===== src/hdl/decrypt_rle_decimal_decoder_assert.svh =====
// ----------------------------------------------------------------------------
// decrypt_rle_decimal_decoder_assert
// assertion macros shared by the decoder modules
// ----------------------------------------------------------------------------
`ifndef DECRYPT_RLE_DECIMAL_DECODER_ASSERT_SVH
`define DECRYPT_RLE_DECIMAL_DECODER_ASSERT_SVH

// checked only outside reset
`define DRD_ASSERT(lbl, clk_s, rst_s, prop, msg) \
  lbl: assert property (@(posedge clk_s) disable iff (rst_s) prop) else $error(msg);

// checked on every edge, reset included
`define DRD_ASSERT_ALWAYS(lbl, clk_s, prop, msg) \
  lbl: assert property (@(posedge clk_s) prop) else $error(msg);

`endif


===== src/hdl/drd_pkg.sv =====
// ----------------------------------------------------------------------------
// drd_pkg
// types and constants of the decrypting run-length decoder
// ----------------------------------------------------------------------------
`default_nettype none

package drd_pkg;

  localparam int BYTE_W      = 8;
  localparam int ROT_W       = 3;
  localparam int MAX_RUN     = 64;
  localparam int COUNT_W     = $clog2(MAX_RUN + 1);
  localparam int PROD_W      = COUNT_W + 4;
  localparam int DIGIT_W     = 4;
  localparam int REG_IDX_W   = 1;
  localparam int FIFO_DEPTH  = 4;
  localparam int FIFO_PTR_W  = $clog2(FIFO_DEPTH);
  localparam int FIFO_CNT_W  = $clog2(FIFO_DEPTH + 1);

  localparam logic [BYTE_W-1:0] CHAR_ZERO = 8'h30;
  localparam logic [BYTE_W-1:0] CHAR_NINE = 8'h39;

  typedef enum logic [1:0] {
    STATUS_BYTE = 2'd0,
    STATUS_OK   = 2'd1,
    STATUS_ERR  = 2'd2
  } status_t;

  typedef enum logic {
    CMD_RUN = 1'b0,
    CMD_END = 1'b1
  } cmd_kind_t;

  typedef enum logic [REG_IDX_W-1:0] {
    REG_ROTATE = 1'b0,
    REG_XOR    = 1'b1
  } reg_index_t;

  typedef struct packed {
    cmd_kind_t          kind;
    logic [BYTE_W-1:0]  sym;
    logic [COUNT_W-1:0] count;
    status_t            status;
  } cmd_t;

  typedef struct packed {
    logic push;
    cmd_t cmd;
  } fifo_wr_t;

  typedef struct packed {
    logic valid;
    cmd_t cmd;
  } fifo_rd_t;

endpackage

`default_nettype wire


===== src/hdl/drd_if.sv =====
// ----------------------------------------------------------------------------
// drd_if
// handshake channels of the decrypting run-length decoder
// ----------------------------------------------------------------------------
`default_nettype none

interface drd_in_if;
  logic                        valid;
  logic                        ready;
  logic                        action;
  logic [drd_pkg::BYTE_W-1:0]  data_byte;
  modport source (output valid, action, data_byte, input ready);
  modport sink (input valid, action, data_byte, output ready);
endinterface

interface drd_out_if;
  logic                        valid;
  logic                        ready;
  logic [1:0]                  status;
  logic [drd_pkg::BYTE_W-1:0]  out_byte;
  logic                        run_last;
  modport source (output valid, status, out_byte, run_last, input ready);
  modport sink (input valid, status, out_byte, run_last, output ready);
endinterface

interface drd_cfg_if;
  logic                          valid;
  logic                          ready;
  logic [drd_pkg::REG_IDX_W-1:0] index;
  logic [drd_pkg::BYTE_W-1:0]    data;
  modport source (output valid, index, data, input ready);
  modport sink (input valid, index, data, output ready);
endinterface

`default_nettype wire


===== src/hdl/drd_front.sv =====
// ----------------------------------------------------------------------------
// drd_front
// decrypts message bytes, parses counts and symbols, issues run and end commands
// ----------------------------------------------------------------------------
`default_nettype none

module drd_front (
  input  wire logic                       clk,
  input  wire logic                       rst,
  drd_in_if.sink                          in_ch,
  input  wire logic [drd_pkg::ROT_W-1:0]  rotate_amount,
  input  wire logic [drd_pkg::BYTE_W-1:0] xor_key,
  input  wire logic                       fifo_full,
  output drd_pkg::fifo_wr_t               fifo_wr
);

  logic [drd_pkg::COUNT_W-1:0]  run_count;
  logic [drd_pkg::COUNT_W-1:0]  run_count_next;
  logic                         digits_seen;
  logic                         digits_seen_next;
  logic                         error_seen;
  logic                         error_seen_next;
  logic                         accept;
  logic [drd_pkg::BYTE_W-1:0]   mixed;
  logic [2*drd_pkg::BYTE_W-1:0] doubled;
  logic [drd_pkg::BYTE_W-1:0]   plain;
  logic                         is_digit;
  logic [drd_pkg::PROD_W-1:0]   acc;

  assign in_ch.ready = !fifo_full;
  assign accept      = in_ch.valid && in_ch.ready;

  // xor then rotate right within the byte
  assign mixed   = in_ch.data_byte ^ xor_key;
  assign doubled = {mixed, mixed} >> rotate_amount;
  assign plain   = doubled[drd_pkg::BYTE_W-1:0];

  always_comb begin
    is_digit = plain inside {[drd_pkg::CHAR_ZERO:drd_pkg::CHAR_NINE]};
  end

  // count times ten plus the new digit
  assign acc = ({{(drd_pkg::PROD_W-drd_pkg::COUNT_W){1'b0}}, run_count} << 3)
             + ({{(drd_pkg::PROD_W-drd_pkg::COUNT_W){1'b0}}, run_count} << 1)
             + {{(drd_pkg::PROD_W-drd_pkg::DIGIT_W){1'b0}}, plain[drd_pkg::DIGIT_W-1:0]};

  always_comb begin
    run_count_next     = run_count;
    digits_seen_next   = digits_seen;
    error_seen_next    = error_seen;
    fifo_wr.push       = 1'b0;
    fifo_wr.cmd.kind   = drd_pkg::CMD_RUN;
    fifo_wr.cmd.sym    = plain;
    fifo_wr.cmd.count  = run_count;
    fifo_wr.cmd.status = drd_pkg::STATUS_BYTE;
    if (accept) begin
      if (in_ch.action) begin
        fifo_wr.push       = 1'b1;
        fifo_wr.cmd.kind   = drd_pkg::CMD_END;
        fifo_wr.cmd.sym    = '0;
        fifo_wr.cmd.status = (error_seen || digits_seen) ? drd_pkg::STATUS_ERR
                                                         : drd_pkg::STATUS_OK;
        run_count_next     = '0;
        digits_seen_next   = 1'b0;
        error_seen_next    = 1'b0;
      end else if (!error_seen) begin
        if (is_digit) begin
          digits_seen_next = 1'b1;
          if (acc > drd_pkg::PROD_W'(drd_pkg::MAX_RUN)) begin
            error_seen_next = 1'b1;
            run_count_next  = '0;
          end else begin
            run_count_next = acc[drd_pkg::COUNT_W-1:0];
          end
        end else if (!digits_seen) begin
          error_seen_next = 1'b1;
        end else begin
          fifo_wr.push     = run_count != '0;
          run_count_next   = '0;
          digits_seen_next = 1'b0;
        end
      end
    end
  end

  always_ff @(posedge clk) begin
    if (rst) begin
      run_count   <= '0;
      digits_seen <= 1'b0;
      error_seen  <= 1'b0;
    end else begin
      run_count   <= run_count_next;
      digits_seen <= digits_seen_next;
      error_seen  <= error_seen_next;
    end
  end

endmodule

`default_nettype wire


===== src/hdl/drd_fifo.sv =====
// ----------------------------------------------------------------------------
// drd_fifo
// short command queue between parser and run emitter
// ----------------------------------------------------------------------------
`default_nettype none

`include "decrypt_rle_decimal_decoder_assert.svh"

module drd_fifo (
  input  wire logic         clk,
  input  wire logic         rst,
  input  drd_pkg::fifo_wr_t fifo_wr,
  output logic              fifo_full,
  output drd_pkg::fifo_rd_t fifo_rd,
  input  wire logic         pop
);

  drd_pkg::cmd_t                  entries [drd_pkg::FIFO_DEPTH];
  logic [drd_pkg::FIFO_PTR_W-1:0] wr_ptr;
  logic [drd_pkg::FIFO_PTR_W-1:0] rd_ptr;
  logic [drd_pkg::FIFO_CNT_W-1:0] fill;
  logic                           do_push;
  logic                           do_pop;

  assign fifo_full     = fill == drd_pkg::FIFO_CNT_W'(drd_pkg::FIFO_DEPTH);
  assign fifo_rd.valid = fill != '0;
  assign fifo_rd.cmd   = entries[rd_ptr];
  assign do_push       = fifo_wr.push && !fifo_full;
  assign do_pop        = pop && fifo_rd.valid;

  always_ff @(posedge clk) begin
    if (do_push) begin
      entries[wr_ptr] <= fifo_wr.cmd;
    end
  end

  always_ff @(posedge clk) begin
    if (rst) begin
      wr_ptr <= '0;
      rd_ptr <= '0;
      fill   <= '0;
    end else begin
      if (do_push) begin
        wr_ptr <= wr_ptr + 1'b1;
      end
      if (do_pop) begin
        rd_ptr <= rd_ptr + 1'b1;
      end
      case ({do_push, do_pop})
        2'b10:   fill <= fill + 1'b1;
        2'b01:   fill <= fill - 1'b1;
        default: fill <= fill;
      endcase
    end
  end

  `DRD_ASSERT_ALWAYS(a_fill_bound, clk, (rst || fill <= drd_pkg::FIFO_CNT_W'(drd_pkg::FIFO_DEPTH)), "queue overfilled")
  `DRD_ASSERT(a_no_push_full, clk, rst, !(fifo_wr.push && fifo_full), "push into full queue")
  `DRD_ASSERT(a_push_grows, clk, rst, (do_push && !do_pop) |=> fill == $past(fill) + 1'b1, "fill did not grow")

endmodule

`default_nettype wire


===== src/hdl/drd_back.sv =====
// ----------------------------------------------------------------------------
// drd_back
// expands run and end commands into output transactions through an output register
// ----------------------------------------------------------------------------
`default_nettype none

`include "decrypt_rle_decimal_decoder_assert.svh"

module drd_back (
  input  wire logic         clk,
  input  wire logic         rst,
  input  drd_pkg::fifo_rd_t fifo_rd,
  output logic              pop,
  drd_out_if.source         out_ch
);

  logic                        cur_valid;
  drd_pkg::cmd_kind_t          cur_kind;
  logic [drd_pkg::BYTE_W-1:0]  cur_sym;
  logic [drd_pkg::COUNT_W-1:0] cur_left;
  drd_pkg::status_t            cur_status;
  logic                        emit;
  logic                        last;

  assign pop  = fifo_rd.valid && !cur_valid;
  assign emit = cur_valid && (!out_ch.valid || out_ch.ready);
  assign last = (cur_kind == drd_pkg::CMD_END) || (cur_left == drd_pkg::COUNT_W'(1));

  always_ff @(posedge clk) begin
    if (rst) begin
      cur_valid <= 1'b0;
    end else if (pop) begin
      cur_valid <= 1'b1;
    end else if (emit && last) begin
      cur_valid <= 1'b0;
    end
  end

  always_ff @(posedge clk) begin
    if (pop) begin
      cur_kind   <= fifo_rd.cmd.kind;
      cur_sym    <= fifo_rd.cmd.sym;
      cur_left   <= fifo_rd.cmd.count;
      cur_status <= fifo_rd.cmd.status;
    end else if (emit) begin
      cur_left <= cur_left - 1'b1;
    end
  end

  always_ff @(posedge clk) begin
    if (rst) begin
      out_ch.valid <= 1'b0;
    end else if (emit) begin
      out_ch.valid <= 1'b1;
    end else if (out_ch.ready) begin
      out_ch.valid <= 1'b0;
    end
  end

  always_ff @(posedge clk) begin
    if (emit) begin
      out_ch.status   <= cur_status;
      out_ch.out_byte <= cur_sym;
      out_ch.run_last <= last;
    end
  end

  `DRD_ASSERT(a_run_nonzero, clk, rst, (cur_valid && cur_kind == drd_pkg::CMD_RUN) |-> cur_left != '0, "empty run held")
  `DRD_ASSERT(a_pop_idle, clk, rst, pop |-> !cur_valid, "pop while busy")
  `DRD_ASSERT(a_end_last, clk, rst, (out_ch.valid && out_ch.status != drd_pkg::STATUS_BYTE) |-> out_ch.run_last, "end result not last")

endmodule

`default_nettype wire


===== src/hdl/decrypt_rle_decimal_decoder.sv =====
// ----------------------------------------------------------------------------
// decrypt_rle_decimal_decoder
// decrypting run-length decoder with decimal counts
// ----------------------------------------------------------------------------
// in_ch takes one transaction per message byte (action 0) or end of message
// (action 1). each byte is xored with xor_key and rotated right by
// rotate_amount, then parsed: decimal digits build a count, the next byte is
// the symbol, emitted count times on out_ch with run_last on the final copy.
// an end transaction gives one result: status ok or error, run_last set.
// cfg writes register 0 (rotate_amount) or 1 (xor_key); write only when idle.
// digit and end bytes are taken one per cycle while the command queue has
// room; the emitter takes a new command only after it has finished the current
// one and gives one result per cycle while out_ch does not stall, so sustained
// rate follows the output count. the first result of a symbol or end transaction
// passes the command queue, the emitter register and the output register to out_ch.
// when out_ch stalls the output register holds, the emitter waits and the
// four-entry queue fills before in_ch drops ready.
// synchronous reset clears the parser, queue, emitter and both registers.
// ----------------------------------------------------------------------------
`default_nettype none

module decrypt_rle_decimal_decoder (
  input  wire logic clk,
  input  wire logic rst,
  drd_in_if.sink    in_ch,
  drd_out_if.source out_ch,
  drd_cfg_if.sink   cfg
);

  logic [drd_pkg::ROT_W-1:0]  rotate_amount;
  logic [drd_pkg::BYTE_W-1:0] xor_key;
  drd_pkg::fifo_wr_t          fifo_wr;
  drd_pkg::fifo_rd_t          fifo_rd;
  logic                       fifo_full;
  logic                       pop;

  assign cfg.ready = 1'b1;

  always_ff @(posedge clk) begin
    if (rst) begin
      rotate_amount <= '0;
      xor_key       <= '0;
    end else if (cfg.valid && cfg.ready) begin
      case (drd_pkg::reg_index_t'(cfg.index))
        drd_pkg::REG_ROTATE: rotate_amount <= cfg.data[drd_pkg::ROT_W-1:0];
        drd_pkg::REG_XOR:    xor_key <= cfg.data;
        default:             xor_key <= xor_key;
      endcase
    end
  end

  drd_front u_front (
    .clk           (clk),
    .rst           (rst),
    .in_ch         (in_ch),
    .rotate_amount (rotate_amount),
    .xor_key       (xor_key),
    .fifo_full     (fifo_full),
    .fifo_wr       (fifo_wr)
  );

  drd_fifo u_fifo (
    .clk       (clk),
    .rst       (rst),
    .fifo_wr   (fifo_wr),
    .fifo_full (fifo_full),
    .fifo_rd   (fifo_rd),
    .pop       (pop)
  );

  drd_back u_back (
    .clk     (clk),
    .rst     (rst),
    .fifo_rd (fifo_rd),
    .pop     (pop),
    .out_ch  (out_ch)
  );

endmodule

`default_nettype wire


===== src/flat_wrapper.sv =====
// flat-port wrapper written by rule: the top's interface ports become plain ports
module decrypt_rle_decimal_decoder_flat 
  (clk, rst, in_ch_valid, in_ch_action, in_ch_data_byte, in_ch_ready, out_ch_valid, out_ch_status, out_ch_out_byte, out_ch_run_last, out_ch_ready, cfg_valid, cfg_index, cfg_data, cfg_ready);
  drd_in_if in_ch_i ();
  drd_out_if out_ch_i ();
  drd_cfg_if cfg_i ();
  input  wire logic clk;
  input  wire logic rst;
  input wire logic [$bits(in_ch_i.valid)-1:0] in_ch_valid;
  input wire logic [$bits(in_ch_i.action)-1:0] in_ch_action;
  input wire logic [$bits(in_ch_i.data_byte)-1:0] in_ch_data_byte;
  output wire logic [$bits(in_ch_i.ready)-1:0] in_ch_ready;
  output wire logic [$bits(out_ch_i.valid)-1:0] out_ch_valid;
  output wire logic [$bits(out_ch_i.status)-1:0] out_ch_status;
  output wire logic [$bits(out_ch_i.out_byte)-1:0] out_ch_out_byte;
  output wire logic [$bits(out_ch_i.run_last)-1:0] out_ch_run_last;
  input wire logic [$bits(out_ch_i.ready)-1:0] out_ch_ready;
  input wire logic [$bits(cfg_i.valid)-1:0] cfg_valid;
  input wire logic [$bits(cfg_i.index)-1:0] cfg_index;
  input wire logic [$bits(cfg_i.data)-1:0] cfg_data;
  output wire logic [$bits(cfg_i.ready)-1:0] cfg_ready;
  assign in_ch_i.valid = in_ch_valid;
  assign in_ch_i.action = in_ch_action;
  assign in_ch_i.data_byte = in_ch_data_byte;
  assign in_ch_ready = in_ch_i.ready;
  assign out_ch_valid = out_ch_i.valid;
  assign out_ch_status = out_ch_i.status;
  assign out_ch_out_byte = out_ch_i.out_byte;
  assign out_ch_run_last = out_ch_i.run_last;
  assign out_ch_i.ready = out_ch_ready;
  assign cfg_i.valid = cfg_valid;
  assign cfg_i.index = cfg_index;
  assign cfg_i.data = cfg_data;
  assign cfg_ready = cfg_i.ready;
  decrypt_rle_decimal_decoder u_core (.clk(clk), .rst(rst), .in_ch(in_ch_i), .out_ch(out_ch_i), .cfg(cfg_i));
endmodule

===== config.mk =====
export PLATFORM = sky130hd
export DESIGN_NAME = decrypt_rle_decimal_decoder_flat
export DESIGN_NICKNAME = d
export VERILOG_FILES = /design/src/hdl/drd_pkg.sv /design/src/hdl/drd_if.sv /design/src/hdl/drd_front.sv /design/src/hdl/drd_fifo.sv /design/src/hdl/drd_back.sv /design/src/hdl/decrypt_rle_decimal_decoder.sv /design/src/flat_wrapper.sv
export VERILOG_INCLUDE_DIRS = /design/src /design/src/hdl
export SDC_FILE = /design/constraint.sdc
export NUM_CORES = 1
export LEC_CHECK = 0
export BUFFER_PORTS_ARGS = -buffer_cell sky130_fd_sc_hd__buf_2
export CAP_MARGIN = 20
export CELL_PAD_IN_SITES_DETAIL_PLACEMENT = 0
export CELL_PAD_IN_SITES_GLOBAL_PLACEMENT = 1
export CORE_MARGIN = 1
export CORE_UTILIZATION = 55
export DETAILED_ROUTE_END_ITERATION = 7
export PLACE_DENSITY_LB_ADDON = 0.1
export SLEW_MARGIN = 20
export SYNTH_ARGS = -nofsm -noshare
export SYNTH_HDL_FRONTEND = slang
export SYNTH_HIERARCHICAL = 1
export SYNTH_SLANG_ARGS = --single-unit

===== constraint.sdc =====
create_clock -name clk -period 7.4 [get_ports clk]
set_clock_uncertainty 0.2 [all_clocks]
set_input_delay 0.37 -clock clk [delete_from_list [all_inputs] [get_ports clk]]
set_output_delay 0.37 -clock clk [all_outputs]
set_load 0.02 [all_outputs]

==> impl_metrics.tcl, run 1 <==
set metrics [dict create \
    yosys_warnings 6 \
    timing.final.hold_violations 0 \
    fin_nets 504 \
    cts_max_path_buffers 2 \
    placement.io_buffers 35 \
    critical_path.endpoint_type "flip-flop" \
    synth-xor-area-share 0.02984 \
    number_of_synthesized_flops_with_an_enable_pin 101 \
    floorplan.initialDensity 0.5634 \
    vias 3375 \
    crit_fanout 15 \
    postSynthCellCount 410 \
    finalSetupTns_ns 0 \
    cts.sink_count 132 \
    grt_setup_unrepaired "no" \
    cts_root_buffer "sky130_fd_sc_hd__clkbuf_8" \
    totalWireLength_um 10470 \
    core_area_mm2 0.01079 \
    p_leak_nw 2.556 \
    min_path_type "in2reg" \
    dpl_worst_slack_ns 3.031 \
    post-synth-top-area-cell "sky130_fd_sc_hd__edfxtp_1" \
    post_drt_wl_per_cell_um 17.14 \
    worst_hold_slack_across_all_endpoints_ns 0.03696 \
    numCtsBuffers 17 \
    synth_compound_gate_area_share 0.07737 \
    synth-seq-cells 132 \
    timing.hold.worst_path_depth 3 \
    postSynthNetCount 456 \
    fp-row-count 38 \
    power.density_cell_area_mw_per_mm2 291.7 \
    reg2reg_to "u_core/u_front/run_count[3]" \
    ys_async_sr_fraction 0 \
    i_o_pins 37 \
    floorplan.die_area_mm2 0.01148 \
    worst-endpoint-required_ns 7.65 \
    share_of_post_route_cells_with_drive_strength_above_1 0.1996 \
    outcome "finished, final reports clean" \
    grt_remaining_overflow 0 \
    floorplan_die_width_um 107.1 \
    regToRegStartpoint "u_core/rotate_amount[2]" \
    placed_wire_length_estimate_after_detailed_placement_um 6862 \
    area_used_by_multi_input_combinational_logic_mm2 0.002212 \
    num_antenna_cells 0 \
    cts.repair.resized 0 \
    main_combinational_cell_family_by_area_after_synthesis "multiplexers" \
    setup_viol_count_final 0 \
    netlist_area_mm2 0.006081 \
    synthToLayoutAreaGrowth_pct 14.38 \
    criticalPathCategory "reg2reg" \
    tritoncts "built" \
    max-slew-margin-rel 0.3718 \
    post_drt_via_cell_ratio 5.524 \
    groute.usage.overall 0.2018 \
    seqCellArea_mm2 0.003654 \
    initialDrtViolationCount 187 \
    timing.hold.worst_endpoint "u_core/xor_key[6]" \
    data_arrival_time_of_the_worst_path_ns 4.59 \
    synth.area.top_cells "sky130_fd_sc_hd__edfxtp_1 (50%), sky130_fd_sc_hd__dfxtp_1 (10%), sky130_fd_sc_hd__mux4_2 (4.8%), sky130_fd_sc_hd__ha_1 (4.3%), sky130_fd_sc_hd__mux4_1 (3.5%)" \
    first_pass_grt_wire_length_um 17120 \
    filler_cells 783 \
    ys.flop_type "sky130_fd_sc_hd__edfxtp_1" \
    yosys.area.top_type_share 0.4988 \
    gp_congestion 0.7837 \
    slew_viol_final 0 \
    clock_insertion_delay_worst_skew_ns 0.51 \
    cts.htree.levels 4 \
    final_min_period_over_clock_period 0.5859 \
    fmax_mhz 230.6 \
    setup.reg_to_reg.worst_slack_ns 3.06 \
    hold_path_startpoint "cfg_index" \
    final_critical_path_setup_slack_ns 3.064 \
    finalWorstPathRequiredPeriod_ns 4.336 \
    maxCapViolations 0 \
    nature_of_the_critical_path_startpoint "flip-flop" \
    grt_start_max_net_pins 30 \
    firstDrtPassIters 4 \
    tightest_slew_ns 0.9423 \
    synth.avg_cell_area_um2 14.83 \
    yosys-mux-area-fraction 0.1169 \
    ir_worst_vdd_v 0.0001740 \
    synth_sequential_area_ratio 0.6008 \
    die_height_um 107.1 \
    clk_pin_slew_ns 0.06 \
    synthDistinctLibCells 60 \
    worst_r2r_path_depth 11 \
    synth_fa_ha_area_frac 0.04979 \
    drtAntennaViolNets 0 \
    drcViolationCount 0 \
    first_global_vias 3434 \
    synth-simple-area-share 0.08930 \
    antenna_found_initial 0 \
]
worst max-delay path: stages (launching register included):
cell and delay (ns):
sky130_fd_sc_hd__dfxtp_1 0.73, sky130_fd_sc_hd__mux2i_1 0.21, sky130_fd_sc_hd__mux4_2 0.56, sky130_fd_sc_hd__ha_1 0.30, sky130_fd_sc_hd__ha_1 0.23, sky130_fd_sc_hd__fa_1 0.41
sky130_fd_sc_hd__xor2_1 0.19, sky130_fd_sc_hd__or4_1 0.40, sky130_fd_sc_hd__o31ai_1 0.32, sky130_fd_sc_hd__nand3b_1 0.18, sky130_fd_sc_hd__nor4_4 0.35, sky130_fd_sc_hd__a22o_1 0.20
timing repair:
| action | in CTS | in global routing |
|---|---|---|
| hold endpoints to repair | 12 | 0 |
| hold buffers | 9 | 0 |
| setup buffers | 0 | 0 |
layer usage:
metal,GRT usage,share of wire
met5,0,0
met4,0.07926,0.0096
met3,0.04012,0.027
met2,0.3447,0.51
met1,0.2531,0.45
registers in the layout, summed over array words and instances, names as in the netlist, 2 cells and up, named ones only:
signal / count
u_core/xor_key: 8
u_core/u_back/cur_sym: 8
u_core/u_fifo/entries: 72
u_core/u_back/cur_status: 2
u_core/rotate_amount: 3
u_core/u_front/run_count: 7
u_core/u_fifo/wr_ptr: 2
u_core/u_fifo/fill: 3
u_core/u_back/cur_left: 7
u_core/u_fifo/rd_ptr: 2
u_core/u_back/out_ch.status: 2
u_core/u_back/out_ch.out_byte: 8
metrics by stage:
stage / instance area (um2) / power [W] / std cells / util
after floorplan: 6081 / 0.001175 / 410 / -
after global placement: 6295 / 0.001233 / 570 / 0.5832
after detailed placement: 6295 / 0.001245 / 570 / 0.5832
after CTS: 6955 / 0.002046 / 611 / 0.6444
after global routing: 6955 / 0.002119 / 611 / 0.6444
final: 6955 / 0.002029 / 611 / 0.6444
synthesized netlist by cell type (all sizes together), types with 2 or more instances:
cell / n
nand3: 7
dfxtp: 31
clkbuf: 2
edfxtp: 101
a22o: 8
mux4: 21
inv: 16
mux2: 3
nor2: 28
buf: 15
a31oi: 2
nor4: 3
a22oi: 2
nor3b: 2
a21oi: 19
and2: 10
xnor2: 15
a21bo: 5
nand3b: 3
a211oi: 9
or3: 5
nor2b: 4
or4: 3
xor2: 4
mux2i: 17
nor3: 5
o21ai: 4
ha: 21
fa: 2
a21o: 3
nand2b: 17
nand2: 7
power by group:
part / leakage, nW / total, W / switching (W) / internal (W)
combinational: 1.09 / 0.000288 / 0.000170 / 0.000118
clock: 0.278 / 0.000796 / 0.000292 / 0.000504
sequential: 1.19 / 0.000945 / 0.0000418 / 0.000903
total: 2.56 / 0.00203 / 0.000504 / 0.00153
layout make-up:
class,instances,area share
well taps,140,0.02518
multi-input cells,244,0.3180
inverters,17,0.009174
clock buffers,23,0.06710
clock inverters,9,0.01493
flip-flops and latches,132,0.5253
repair buffers,46,0.04030
cell families after synthesis:
family                     after synthesis
other                                    1
buffers and inverters                   34
and+or+nand+nor                         97
adders and majority gates               23
DFF                                    132
muxes                                   41
AOI/OAI and AO/OA                       63
xor gates and xnor gates                19
cells in the final DEF, fill, tap and decap left out, drive strengths merged, types with 4 or more instances in the layout:
cell type	instances
mux2i	17
ha	21
xor2	4
inv	16
mux4	21
nor2b	4
dfxtp	31
and2	10
a211oi	9
a21oi	19
xnor2	15
nor2	28
o21ai	4
dlygate4sd3	9
buf	37
a21bo	5
clkinv	6
edfxtp	101
nor3	5
nand2b	17
nand2	7
or3	5
a22o	8
nand3	7
clkbuf	23
worst max path at each step:
stage / startpoint / end / slack, ns / depth (start not counted)
after detailed placement: u_core/rotate_amount[0] / u_core/u_fifo/entries[3][7] / 3.03 / 9
after floorplan: in_ch_data_byte[2] / u_core/u_front/run_count[0] / 3.69 / 12
after global routing: u_core/rotate_amount[0] / u_core/u_fifo/fill[2] / 2.74 / 15
final: u_core/rotate_amount[2] / u_core/u_front/run_count[3] / 3.06 / 11
after CTS: u_core/rotate_amount[0] / u_core/u_fifo/entries[3][10] / 3.02 / 9
after global placement: u_core/rotate_amount[0] / u_core/u_fifo/entries[3][7] / 3.11 / 9
(Power assumes the default switching activity.)
==> run 2: changes to the inputs <==
--- a/config.mk
+++ b/config.mk
@@ -11,7 +11,7 @@
 export CELL_PAD_IN_SITES_DETAIL_PLACEMENT = 0
 export CELL_PAD_IN_SITES_GLOBAL_PLACEMENT = 1
 export CORE_MARGIN = 1
-export CORE_UTILIZATION = 55
+export CORE_UTILIZATION = 46
 export DETAILED_ROUTE_END_ITERATION = 7
 export PLACE_DENSITY_LB_ADDON = 0.1
 export SLEW_MARGIN = 20
==> constraint.sdc (replaced) <==
create_clock -name clk -period 3.6 [get_ports clk]
set_clock_uncertainty 0.2 [all_clocks]
set_input_delay 0.18 -clock clk [delete_from_list [all_inputs] [get_ports clk]]
set_output_delay 0.18 -clock clk [all_outputs]
set_load 0.02 [all_outputs]
==> run 2 against run 1 <==
Against the previous run: the flow now finishes with violations (setup timing); power increased by 120%; setup slack got worse by 3.2 ns; critical path depth increased by 1; combinational power increased to 2.5 times the previous value; sequential share of layout area decreased by 5.3 points; core utilization decreased by 3.7 points; final area increased by 12%; flip-flop and latch count unchanged; routed wire length increased by 7.2%; count of clock-buffer cells in the layout decreased by 3; fmax increased by 17%; non-clock buffer count increased by 56; critical path type unchanged; critical endpoint is now u_core/u_front/run_count[1]; largest cell class unchanged; largest power group unchanged.
==> impl_metrics.tcl, run 2 (synthesized netlist as in run 1, its figures left out) <==
set metrics [dict create \
    core_area_mm2 0.01277 \
    outcome "complete, but fails checks" \
    grt_setup_unrepaired "yes" \
    violations "setup timing" \
    dpl_worst_slack_ns -0.3544 \
    tightest_slew_ns 0.8345 \
    drtAntennaViolNets 0 \
    firstDrtPassIters 4 \
    criticalPathCategory "reg2reg" \
    critical_path.cell_chain "xnor2_4 > mux2i_2 > mux4_2 > ha_4 > ha_4 > fa_2 > or4_4 > o31ai_4 > nand3b_1 > nor4_4 > buf_4 > a22o_1" \
    p_leak_nw 2.894 \
    drcViolationCount 0 \
    crit_fanout 7 \
    tritoncts "built" \
    floorplan.initialDensity 0.4761 \
    synthToLayoutAreaGrowth_pct 27.61 \
    cts.htree.levels 4 \
    i_o_pins 37 \
    first_pass_grt_wire_length_um 18030 \
    critical_path.endpoint_type "flip-flop" \
    fp-row-count 41 \
    timing.critical_path.mode_cell "sky130_fd_sc_hd__ha_4" \
    setup_viol_count_final 7 \
    groute.usage.overall 0.1807 \
    max-slew-margin-rel 0.4429 \
    gp_congestion 0.7815 \
    filler_cells 995 \
    layout_commonest_cell "sky130_fd_sc_hd__edfxtp_1" \
    grt_remaining_overflow 0 \
    most-common-layout-cells "sky130_fd_sc_hd__edfxtp_1 (101), sky130_fd_sc_hd__buf_4 (47), sky130_fd_sc_hd__buf_2 (35)" \
    data_arrival_time_of_the_worst_path_ns 3.86 \
    critical-path-max-stage-delay_ns 0.55 \
    cts_max_path_buffers 2 \
    initialDrtViolationCount 233 \
    worst_hold_slack_across_all_endpoints_ns 0.03386 \
    cts_root_buffer "sky130_fd_sc_hd__clkbuf_16" \
    post_drt_wl_per_cell_um 16.09 \
    clk_pin_slew_ns 0.05 \
    cp_top_family "simple AND/OR/NAND/NOR gates" \
    finalWorstPathRequiredPeriod_ns 3.705 \
    final_min_period_over_clock_period 1.029 \
    flip_flop_count_of_the_largest_register_all_copies_and_words_added 72 \
    largest-register "u_core/u_fifo/entries" \
    worst-endpoint-required_ns 3.75 \
    post_drt_via_cell_ratio 5.196 \
    die_height_um 117.0 \
    min_path_type "in2reg" \
    placed_wire_length_estimate_after_detailed_placement_um 7545 \
    floorplan_die_width_um 117.0 \
    final_core_util 0.6075 \
    slew_viol_final 0 \
    timing.final.hold_violations 0 \
    numCtsBuffers 17 \
    post-layout-total-power_w 0.004406 \
    floorplan.die_area_mm2 0.01368 \
    first_global_vias 3641 \
    nature_of_the_critical_path_startpoint "flip-flop" \
    finalSetupTns_ns -0.6961 \
    ir_worst_vdd_v 0.0003032 \
    num_antenna_cells 0 \
    fmax_mhz 269.9 \
    totalWireLength_um 11230 \
    antenna_found_initial 0 \
    number_of_buffers_and_inverters_on_the_critical_path 1 \
    power.density_cell_area_mw_per_mm2 567.8 \
    placement.io_buffers 35 \
    vias 3627 \
    grt_start_max_net_pins 30 \
    final_critical_path_setup_slack_ns -0.1050 \
    clock_insertion_delay_worst_skew_ns 0.41 \
    maxCapViolations 0 \
    fin_nets 560 \
    share_of_post_route_cells_with_drive_strength_above_1 0.3384 \
    critical-path-slowest-cell "sky130_fd_sc_hd__or4_4" \
    cts.sink_count 132 \
]
run 2: cell types whose count changed in the layout (fill, tap and decap cells not counted), sizes merged:
cell,before,now
bufinv,2,4
buf,37,88
clkbuf,23,20
dlygate4sd3,9,14
run 2: worst paths after layout:
kind                                                        to  cells past startpoint                         from  slack (ns)
worst min register to register  u_core/u_back/out_ch.status[1]                      0  u_core/u_back/cur_status[1]        0.22
worst max-delay path               u_core/u_front/run_count[1]                     12            u_core/xor_key[0]       -0.11
worst max register to register     u_core/u_front/run_count[1]                     12            u_core/xor_key[0]       -0.11
worst min-delay path                         u_core/xor_key[7]                      3                    cfg_valid        0.03
run 2: repair_timing:
action | CTS | global route
hold endpoints to repair | 12 | 0
gates resized for setup | 9 | 22
gates cloned | 0 | 0
buffers inserted | 7 | 3
hold buffers | 14 | 0
setup endpoints to repair | 9 | 9
pin swaps | 15 | 5
run 2: worst min-delay path: stages:
cell	delay [ns]
sky130_fd_sc_hd__buf_2	0.21
sky130_fd_sc_hd__a21bo_1	0.16
sky130_fd_sc_hd__a21oi_2	0.05
run 2: through the flow:
stage | instances | instance area (um2)
after floorplan | 410 | 6177
after global placement | 643 | 6795
after detailed placement | 643 | 6795
after CTS | 695 | 7631
after global routing | 698 | 7760
final | 698 | 7760
run 2: routing by layer:
metal  up-vias  routed length (um)  share of wire  GRT usage
met3        14                 401          0.036    0.04119
met5         -                   0              0          0
met2        75                5484           0.49     0.2982
met1      1762                5170           0.46     0.2297
met4         0                 171          0.015    0.07932
li1       1776                   -              -          -
run 2: report_power, final:
group | total [W] | switching, W | internal (W) | leakage (nW)
Clock | 0.00174 | 0.000597 | 0.00115 | 0.283
Sequential | 0.00194 | 0.0000839 | 0.00186 | 1.20
Combinational | 0.000723 | 0.000386 | 0.000337 | 1.41
Total | 0.00441 | 0.00107 | 0.00334 | 2.89
run 2: area by class of cell:
cell class	count	area [um2]	share of cell area
clock buffer	20	436.7	0.05627
clock inverter	11	160.2	0.02064
inverter	17	66.31	0.008546
multi-input combinational	244	2435	0.3138
sequential	132	3667	0.4726
tap	172	215.2	0.02773
timing repair buffer	102	779.5	0.1005
==> run 3: changes to the inputs <==
--- a/config.mk
+++ b/config.mk
@@ -14,6 +14,7 @@
 export CORE_UTILIZATION = 46
 export DETAILED_ROUTE_END_ITERATION = 7
 export PLACE_DENSITY_LB_ADDON = 0.1
+export SETUP_SLACK_MARGIN = 0.2
 export SLEW_MARGIN = 20
 export SYNTH_ARGS = -nofsm -noshare
 export SYNTH_HDL_FRONTEND = slang
==> run 3 against run 2 <==
Against the previous run: the run still ends with setup timing left; fmax rose by 1.8%; via count fell by 0.55%; final cell count rose by 0.86%; global-route usage fell by 0.11 points; combinational power is 1% lower; sequential share of layout area decreased by 0.19 points; core utilization rose by 0.23 points.
==> impl_metrics.tcl, run 3 (synthesized netlist as in run 1, its figures left out) <==
set metrics [dict create \
    post_drt_wl_per_cell_um 16.46 \
    most-common-layout-cells "sky130_fd_sc_hd__edfxtp_1 (101), sky130_fd_sc_hd__buf_4 (47), sky130_fd_sc_hd__buf_2 (35)" \
    outcome "complete, but fails checks" \
    placed_wire_length_estimate_after_detailed_placement_um 7568 \
    p_leak_nw 2.925 \
    clock_insertion_delay_worst_skew_ns 0.41 \
    critical-path-max-stage-delay_ns 0.54 \
    crit_fanout 7 \
    final_core_util 0.6098 \
    core_area_mm2 0.01277 \
    tightest_slew_ns 0.8550 \
    ir_worst_vdd_v 0.0002273 \
    drcViolationCount 0 \
    timing.critical_path.mode_cell "sky130_fd_sc_hd__ha_4" \
    critical_path.cell_chain "xnor2_2 > mux2i_1 > mux4_2 > ha_4 > ha_4 > fa_2 > or4_4 > o31ai_4 > nand3b_1 > nor4_4 > buf_4 > a22o_1" \
    power.density_cell_area_mw_per_mm2 542.0 \
    die_height_um 117.0 \
    groute.usage.overall 0.1796 \
    fin_nets 565 \
    fp-row-count 41 \
    firstDrtPassIters 4 \
    max-slew-margin-rel 0.4292 \
    final_critical_path_setup_slack_ns -0.03933 \
    numCtsBuffers 17 \
    hold_path_startpoint "cfg_valid" \
    violations "setup timing" \
    timing.hold.worst_path_depth 3 \
    clk_pin_slew_ns 0.06 \
    floorplan.initialDensity 0.4761 \
    timing.final.hold_violations 0 \
    synthToLayoutAreaGrowth_pct 28.09 \
    vias 3607 \
    min_path_type "in2reg" \
    i_o_pins 37 \
    critical-path-slowest-cell "sky130_fd_sc_hd__mux4_2" \
    layout_commonest_cell "sky130_fd_sc_hd__edfxtp_1" \
    fmax_mhz 274.8 \
    timing.hold.worst_endpoint "u_core/xor_key[3]" \
    cts_root_buffer "sky130_fd_sc_hd__clkbuf_16" \
    largest-register "u_core/u_fifo/entries" \
    criticalPathCategory "reg2reg" \
    regToRegStartpoint "u_core/xor_key[0]" \
    cts.sink_count 132 \
    critical_path.endpoint_type "flip-flop" \
    reg2reg_to "u_core/u_front/run_count[0]" \
    share_of_post_route_cells_with_drive_strength_above_1 0.3459 \
    flip_flop_count_of_the_largest_register_all_copies_and_words_added 72 \
    post_drt_via_cell_ratio 5.124 \
    initialDrtViolationCount 221 \
    floorplan_die_width_um 117.0 \
    placement.io_buffers 35 \
    setup.reg_to_reg.worst_slack_ns -0.04 \
    cts_max_path_buffers 2 \
    nature_of_the_critical_path_startpoint "flip-flop" \
    grt_setup_unrepaired "yes" \
    data_arrival_time_of_the_worst_path_ns 3.79 \
    tritoncts "built" \
    final_min_period_over_clock_period 1.011 \
    grt_start_max_net_pins 30 \
    grt_remaining_overflow 0 \
    slew_viol_final 0 \
    floorplan.die_area_mm2 0.01368 \
    cts.htree.levels 4 \
    drtAntennaViolNets 0 \
    maxCapViolations 0 \
    totalWireLength_um 11590 \
    finalWorstPathRequiredPeriod_ns 3.639 \
    num_antenna_cells 0 \
    first_global_vias 3549 \
    worst-endpoint-required_ns 3.75 \
    first_pass_grt_wire_length_um 17770 \
    antenna_found_initial 0 \
    worst_hold_slack_across_all_endpoints_ns 0.01152 \
    worst_r2r_path_depth 12 \
    gp_congestion 0.7817 \
    setup_viol_count_final 7 \
]
## run 3: changes by cell type in the layout (fill, tap and decap cells not counted), sizes merged
cell | before | now
bufinv | 4 | 1
clkbuf | 20 | 23
clkinv | 6 | 9
inv | 16 | 18
buf | 88 | 89
## run 3: worst max-delay path by stage
| stage | start | to | slack [ns] | cells past startpoint |
|---|---|---|---|---|
| 6_report | u_core/xor_key[0] | u_core/u_front/run_count[0] | -0.04 | 12 |
| 5_1_grt | u_core/rotate_amount[2] | u_core/u_front/run_count[0] | -0.16 | 18 |
| 4_1_cts | u_core/xor_key[0] | u_core/u_front/run_count[0] | -0.07 | 12 |
| 3_5_place_dp | u_core/xor_key[6] | u_core/u_front/run_count[5] | -0.28 | 13 |
| 3_3_place_gp | in_ch_data_byte[0] | u_core/u_front/run_count[6] | -0.20 | 14 |
| 2_1_floorplan | u_core/xor_key[0] | u_core/u_front/run_count[0] | -0.06 | 12 |
## run 3: final cells by class
class	instances	area [um2]
Clock inverter	13	108.9
Tap cell	172	215.2
Timing Repair Buffer	107	890.9
Sequential cell	132	3666
Multi-Input combinational cell	244	2409
Fill cell	999	4985
Inverter	17	66.31
Clock buffer	19	432.9
## run 3: repair_timing
item,CTS,global route
pin swaps,15,8
cloned,0,5
hold buffers,14,0
setup endpoints to repair,83,84
endpoints found under the hold margin,12,0
gates resized for setup,13,18
setup buffers,9,3
## run 3: worst max-delay path, delay by kind of cell, from the launching register on
kind,cells,cell delay [ns]
flops,1,0.33
buf+inv,1,0.18
simple gates,3,0.81
mux,2,0.66
fa+ha+maj,3,0.88
xor+xnor,1,0.18
compound gates,2,0.34
## run 3: per-layer routing
layer | vias up | track usage | part of all wire
li1 | 1790 | - | -
met1 | 1733 | 0.2295 | 0.46
met2 | 73 | 0.2915 | 0.50
met3 | 11 | 0.04789 | 0.034
met4 | 0 | 0.07511 | 0.010
met5 | - | 0 | 0
## run 3: metrics by stage
step                power (W)  area [um2]  instances  setup TNS [ns]  setup WS [ns]
global placement     0.002620        6783        641          -1.480        -0.1975
CTS                  0.004241        7587        696         -0.3967       -0.07066
floorplan            0.002429        6180        410         -0.4262       -0.06088
global route         0.004417        7789        704          -1.129        -0.1583
detailed placement   0.002642        6783        641          -2.041        -0.2805
finish               0.004221        7789        704         -0.1554       -0.03933
## run 3: report_power, final
part           switching (W)  internal [W]
Combinational       0.000378      0.000338
Sequential         0.0000889       0.00186
Clock               0.000617      0.000943
Total                0.00108       0.00314
